===== src/glyph_text_layout_unit_macros.svh =====
//------------------------------------------------------------------------------
// Glyph text layout unit: assertion macros
// Property macros for the concurrent checks of the top-level unit.
//------------------------------------------------------------------------------
`ifndef GLYPH_TEXT_LAYOUT_UNIT_MACROS_SVH
`define GLYPH_TEXT_LAYOUT_UNIT_MACROS_SVH

`ifndef SYNTHESIS

// The consequent must hold in the same cycle as the antecedent.
`define GLU_ASSERT_IMPLIES(label, clk, rst, ante, cons) \
   label: assert property (@(posedge clk) disable iff (rst) (ante) |-> (cons)) \
      else $error("glyph layout check failed");

// The consequent must hold in the cycle after the antecedent.
`define GLU_ASSERT_NEXT(label, clk, rst, ante, cons) \
   label: assert property (@(posedge clk) disable iff (rst) (ante) |=> (cons)) \
      else $error("glyph layout check failed");

`else

`define GLU_ASSERT_IMPLIES(label, clk, rst, ante, cons)
`define GLU_ASSERT_NEXT(label, clk, rst, ante, cons)

`endif

`endif


===== src/glu_pkg.sv =====
//------------------------------------------------------------------------------
// Glyph text layout unit package
// Widths, character codes, register indexes and the control interface types.
//------------------------------------------------------------------------------
package glu_pkg;

   // Glyph table geometry.
   localparam int GLYPH_COUNT = 128;
   localparam int GLYPH_IDX_W = $clog2(GLYPH_COUNT);

   // Field widths.
   localparam int CODE_W   = 7;
   localparam int ATLAS_W  = 12;
   localparam int OFS_W    = 10;
   localparam int ADV_W    = 10;
   localparam int POS_W    = 16;
   localparam int FONT_W   = 8;
   localparam int COLOR_W  = 32;
   localparam int SIZE_W   = 15;
   localparam int CURSOR_W = 15;

   // Scaling arithmetic widths.
   localparam int OPER_W        = ATLAS_W;
   localparam int MUL_W         = OPER_W + FONT_W;
   localparam int QUO_W         = MUL_W;
   localparam int DIVISOR_W     = ADV_W + 1;
   localparam int DIV_STEP_BITS = 4;
   localparam int DIV_CYCLES    = QUO_W / DIV_STEP_BITS;
   localparam int DIV_CNT_W     = $clog2(DIV_CYCLES);
   localparam int SUM_W         = QUO_W + 3;

   // Saturation limits.
   localparam int DST_MAX = 32767;
   localparam int DST_MIN = -32768;
   localparam logic [SIZE_W-1:0]   SIZE_MAX   = '1;
   localparam logic [CURSOR_W-1:0] CURSOR_MAX = '1;

   // Character codes with special handling.
   localparam logic [CODE_W-1:0] CH_NEWLINE    = 7'd10;
   localparam logic [CODE_W-1:0] CH_SPACE      = 7'd32;
   localparam logic [CODE_W-1:0] CH_UNDERSCORE = 7'd95;

   // Request functions.
   localparam logic FUNC_WRITE  = 1'b0;
   localparam logic FUNC_RENDER = 1'b1;

   // Configuration port.
   localparam int CSR_IDX_W  = 3;
   localparam int CSR_DATA_W = 32;
   localparam logic [CSR_IDX_W-1:0] CSR_POS_X     = 3'd0;
   localparam logic [CSR_IDX_W-1:0] CSR_POS_Y     = 3'd1;
   localparam logic [CSR_IDX_W-1:0] CSR_FONT_SIZE = 3'd2;
   localparam logic [CSR_IDX_W-1:0] CSR_COLOR     = 3'd3;
   localparam logic [FONT_W-1:0]    FONT_SIZE_RESET = 8'd16;

   // One glyph table entry.
   typedef struct packed {
      logic [ATLAS_W-1:0]       ax;
      logic [ATLAS_W-1:0]       ay;
      logic [ATLAS_W-1:0]       w;
      logic [ATLAS_W-1:0]       h;
      logic signed [OFS_W-1:0]  ox;
      logic signed [OFS_W-1:0]  oy;
      logic [ADV_W-1:0]         adv;
   } glyph_entry_type;

   // Values scaled in turn through the shared divider.
   typedef enum logic [2:0] {
      TERM_OFS_X,
      TERM_OFS_Y,
      TERM_WIDTH,
      TERM_HEIGHT,
      TERM_ADVANCE
   } term_type;

   localparam int NUM_TERMS = 5;

   // Controller states.
   typedef enum logic [2:0] {
      ST_IDLE,
      ST_MUL,
      ST_DIV_START,
      ST_DIV_WAIT,
      ST_EMIT
   } state_type;

   // Commands from the controller to the datapath.
   typedef struct packed {
      logic     glyph_write;
      logic     newline;
      logic     char_start;
      logic     mul_load;
      logic     div_start;
      logic     quo_store;
      logic     emit;
      term_type term;
   } dp_cmd_type;

   // Status from the datapath to the controller.
   typedef struct packed {
      logic req_is_write;
      logic req_is_newline;
      logic div_busy;
      logic div_done;
      logic rsp_free;
   } dp_status_type;

endpackage


===== src/glu_controller.sv =====
//------------------------------------------------------------------------------
// Glyph text layout unit: controller
// Sequences table writes, newlines and the five scaling passes of a character.
//------------------------------------------------------------------------------
module glu_controller (
   input  logic                     clock,
   input  logic                     reset,
   input  logic                     req_valid,
   output logic                     req_ready,
   input  glu_pkg::dp_status_type   status,
   output glu_pkg::dp_cmd_type      cmd
);

   glu_pkg::state_type   state_ff, state_in;
   glu_pkg::term_type    term_ff, term_in;

   // State and pass counter registers.
   always_ff @(posedge clock) begin
      if (reset) begin
         state_ff <= glu_pkg::ST_IDLE;
         term_ff  <= glu_pkg::TERM_OFS_X;
      end else begin
         state_ff <= state_in;
         term_ff  <= term_in;
      end
   end

   // Next state and commands.
   always_comb begin
      state_in  = state_ff;
      term_in   = term_ff;
      req_ready = 1'b0;
      cmd       = '0;
      cmd.term  = term_ff;
      unique case (state_ff)
         glu_pkg::ST_IDLE: begin
            req_ready = 1'b1;
            if (req_valid) begin
               if (status.req_is_write) begin
                  cmd.glyph_write = 1'b1;
               end else if (status.req_is_newline) begin
                  cmd.newline = 1'b1;
               end else begin
                  cmd.char_start = 1'b1;
                  term_in        = glu_pkg::TERM_OFS_X;
                  state_in       = glu_pkg::ST_MUL;
               end
            end
         end
         glu_pkg::ST_MUL: begin
            cmd.mul_load = 1'b1;
            state_in     = glu_pkg::ST_DIV_START;
         end
         glu_pkg::ST_DIV_START: begin
            cmd.div_start = 1'b1;
            state_in      = glu_pkg::ST_DIV_WAIT;
         end
         glu_pkg::ST_DIV_WAIT: begin
            if (status.div_done) begin
               cmd.quo_store = 1'b1;
               if (term_ff == glu_pkg::TERM_ADVANCE) begin
                  state_in = glu_pkg::ST_EMIT;
               end else begin
                  term_in  = glu_pkg::term_type'(term_ff + 1'b1);
                  state_in = glu_pkg::ST_MUL;
               end
            end
         end
         glu_pkg::ST_EMIT: begin
            // Hold the quad until the output register is free.
            if (status.rsp_free) begin
               cmd.emit = 1'b1;
               state_in = glu_pkg::ST_IDLE;
            end
         end
         default: begin
            state_in = glu_pkg::ST_IDLE;
         end
      endcase
   end

endmodule


===== config.mk =====
export PLATFORM = sky130hd
export DESIGN_NAME = glu_controller
export DESIGN_NICKNAME = d
export VERILOG_FILES = /design/src/glyph_text_layout_unit_macros.svh /design/src/glu_pkg.sv /design/src/glu_controller.sv
export SDC_FILE = /design/constraint.sdc
export NUM_CORES = 1
export LEC_CHECK = 0
export BUFFER_PORTS_ARGS = -buffer_cell sky130_fd_sc_hd__buf_2
export CELL_PAD_IN_SITES_DETAIL_PLACEMENT = 0
export CELL_PAD_IN_SITES_GLOBAL_PLACEMENT = 2
export CORE_UTILIZATION = 25
export DETAILED_ROUTE_END_ITERATION = 12
export HOLD_SLACK_MARGIN = 0.02
export PLACE_DENSITY_LB_ADDON = 0.12
export SLEW_MARGIN = 10
export SYNTH_ARGS = -nofsm -noshare
export SYNTH_HDL_FRONTEND = slang
export SYNTH_SLANG_ARGS = --single-unit

===== constraint.sdc =====
create_clock -name clock -period 3.08 [get_ports clock]
set_input_delay 0.462 -clock clock [delete_from_list [all_inputs] [get_ports clock]]
set_output_delay 0.462 -clock clock [all_outputs]
set_load 0.01 [all_outputs]

# After elaboration in Yosys (flattened, before gate mapping)
# Index checks and enable logic that the tools add are counted.
# W data, S select, Z words.
# word_totals
elab_cells,44
out_inout_bits,11
input_bits,8
regBits,6
# classes
mux,26
addsub,1
n_eq_ne,11
reduce_logical,4
# ops
operator,count
$mux W3,13
$pmux W3 S5,1
$ne A2 B2 Y1 const B,6
$mux W1,10
$eq A3 B2 Y1 const B,2
$eq A3 B3 Y1 const B,2
$pmux W3 S2,1
$reduce_and A6 Y1,1
$reduce_and A5 Y1,1
$add A3 B1 Y3 const B,1
$eq A3 B1 Y1 const B,1
$logic_not A3 Y1,1
$mux W2,1
$reduce_bool A2 Y1,1

# Depth between registers and ports, before layout
# depth
ltp_word,4
mapped_depth,6
mapped_depth_nobuf,6

# Worst setup path after synthesis
# No wires, ideal clock.
# synth_timing
kind,reg-to-output
from,register state_ff[1]
to,output port cmd[8] (netlist bit)
path_stages_with_launch,4
setup_slack_ps,1526
required_ps,2618
path_buffers,0
arrival_ps,1092
path_cell_list,dfxtp_1 or3_4 clkinv_2 and4b_1
# synth_lines
item,line_no,text
start: declaration,glu_controller.sv:14,"glu_pkg::state_type state_ff, state_in;"
start signal: assignment,glu_controller.sv:20,state_ff <= glu_pkg::ST_IDLE;
start signal: assignment,glu_controller.sv:23,state_ff <= state_in;
end: declaration,glu_controller.sv:11,output glu_pkg::dp_cmd_type cmd

==> flow_metrics.env <==
export IMPL_status="finished, final reports clean"
export IMPL_cts_tree="built"
export IMPL_cts_sinks=6
export IMPL_max_stage_delay_ns=0.43
export IMPL_start_util=0.268
export IMPL_vias=396
export IMPL_io_buffers=17
export IMPL_fin_crit_ns=1.92
export IMPL_skew_ns=0.00810
export IMPL_cp_max_fo=8
export IMPL_hold_class="primary input to register"
export IMPL_rsz0062_at_grt="no"
export IMPL_final_hold_violation_count=0
export IMPL_layout_common_cells="buf_2 (17), dfxtp_1 (6), nor2_1 (5)"
export IMPL_first_pass_iters=1
export IMPL_slew_headroom=0.797
export IMPL_drv_slew=0
export IMPL_drtAntennaViolNets=0
export IMPL_vias_per_cell=4.89
export IMPL_grt_pass1_vias=406
export IMPL_syn_inst=45
export IMPL_yosysWarnings=0
export IMPL_final_util=0.352
export IMPL_dp_hpwl_um=704
export IMPL_synth_async_reset_ratio=0
export IMPL_cp_cell_sequence="or3_4 -> clkinv_2 -> and4b_1 -> buf_2"
export IMPL_totalNegativeSetupSlack_ns=0
export IMPL_ff2ff_setup_slack_ns=1.64
export IMPL_cts_resized=0
export IMPL_syn_area_per_cell_um2=9.09
export IMPL_fp_coreArea_mm2=0.00152
export IMPL_timing_fmax_mhz=520
export IMPL_area_growth_pct=31.2
export IMPL_ys_ff_latch=6
export IMPL_m1WireLength_um=487
export IMPL_regToRegEndpoint="term_ff[2]"
export IMPL_avgRoutedWirePerCell_um=11.7
export IMPL_cts_setup_buffers=0
export IMPL_path_class="register to primary output"
export IMPL_worst_slew_pin_slew_ns=0.304
export IMPL_dieArea_mm2=0.00180
export IMPL_synth_flop_cell="dfxtp_1"
export IMPL_p_per_area_mw_per_mm2=442
export IMPL_chipHeight_um=42.5
export IMPL_ctsRootBufferMaster="clkbuf_4"
export IMPL_wl_met3_um=49
export IMPL_rr_worst_depth=4
export IMPL_synth_edf_count=0
export IMPL_nets=77
export IMPL_startpoint="state_ff[1]"
export IMPL_maxCapViolations=0
export IMPL_ioPinCount=19
export IMPL_antenna_found_initial=0
export IMPL_startpoint_type="register"
export IMPL_finalSetupViolCount=0
export IMPL_hold_buffers=0
export IMPL_cp_required_ns=2.62
export IMPL_cts_max_level=1
export IMPL_n_antenna_cell=0
export IMPL_cts_clk_slew_worst_paths_ns=0.05
export IMPL_syn_nets=55
export IMPL_endpoint="cmd[8]"
export IMPL_cts_buffers=3
export IMPL_finalNonFillerCells=81
export IMPL_die_width_um=42.5
export IMPL_routed_top_layer="met4"
export IMPL_arrival_ns=1.46
export IMPL_min_period_over_period=0.624
export IMPL_place_congestion=0.639
export IMPL_dp_cells=78
export IMPL_drcViolationCount=0
export IMPL_cp_slowest_cell="or3_4"
export IMPL_ys_types=27
export IMPL_clock_latency_ns=0.25
export IMPL_p_leak_uw=0.000278
export IMPL_drive_above_1_share=0.431
export IMPL_design_area_um2=537
export IMPL_seq_area_frac_synth=0.294
export IMPL_r2r_start="state_ff[2]"
export IMPL_syn_area_um2=409
export IMPL_critPathCaptureType="primary output"
export IMPL_wl_met2_um=397
export IMPL_grt_overflow=0
export IMPL_drt_wl_total_um=950
export IMPL_drtIter0Drc=0
export IMPL_track_usage=0.122
export IMPL_grt_max_degree=10
export IMPL_clockBufferDepth=2
export IMPL_place_area_um2=514
export IMPL_irDropWorstVdd_v=0.000193
export IMPL_layout_commonest_cell="buf_2"
export IMPL_grt_pass1_wl_um=1720
export IMPL_rows=14
## worst min-delay path by stage
stage,from,to,slack (ns),cells after the start
global route,reset,term_ff[2],0.48,2
global placement,term_ff[1],term_ff[1],0.49,2
CTS,reset,state_ff[0],0.45,2
finish,reset,state_ff[0],0.46,2
floorplan,term_ff[1],term_ff[1],0.50,2
detailed placement,term_ff[1],term_ff[1],0.49,2
## state kept, by name, indices dropped and copies added (netlist names)
register  flops
term_ff       3
state_ff      3
## stage by stage
step	power (µW)	hold WS, ns	setup slack [ns]
floorplan	139	0.497	1.53
global placement	166	0.490	1.42
detailed placement	164	0.489	1.43
CTS	242	0.452	1.15
global route	253	0.475	1.06
finish	237	0.461	1.16
## cells in the mapped netlist (2+ instances only)
| library cell | count | area (µm²) |
|---|---|---|
| a21oi_1 | 2 | 10.0 |
| ha_1 | 2 | 25.0 |
| and3_1 | 2 | 12.5 |
| inv_1 | 3 | 11.3 |
| nor3b_1 | 2 | 15.0 |
| nand2_1 | 3 | 11.3 |
| and2_1 | 2 | 12.5 |
| nor2_1 | 5 | 18.8 |
| dfxtp_1 | 6 | 120 |
## logic make-up (layout without fill, tap and decap cells)
| family | Yosys count | count (layout) | share of synthesized area |
|---|---|---|---|
| mux | 1 | 1 | 0.0245 |
| fa+ha+maj | 2 | 2 | 0.0612 |
| compound gates | 8 | 8 | 0.171 |
| simple gates | 24 | 24 | 0.410 |
| flops | 6 | 6 | 0.294 |
| buf+inv | 4 | 24 | 0.0397 |
## critical path: cells and delay by family, from the launching register on
kind | cells | cell delay (ns)
DFF | 1 | 0.39
buffers and inverters | 2 | 0.21
and+or+nand+nor | 2 | 0.61
## final cells by class
| type | count | area [µm²] |
|---|---|---|
| Fill cell | 174 | 987 |
| Multi-Input combinational cell | 35 | 273 |
| Sequential cell | 6 | 120 |
| Timing Repair Buffer | 17 | 85.1 |
| Clock buffer | 3 | 22.5 |
| Tap cell | 16 | 20.0 |
| Inverter | 4 | 16.3 |
## power breakdown
group	internal (µW)	switching (µW)
Combinational	34.5	34.8
Clock	44.2	30.6
Sequential	82.5	10.9
Total	161	76.2
## metal layers
layer  track usage  vias to the layer above
li1              -                      205
met1         0.164                      176
met2         0.178                       13
met3        0.0216                        2
met4        0.0750                        0
met5             0                        -
Power figures use the tool's default switching activity.
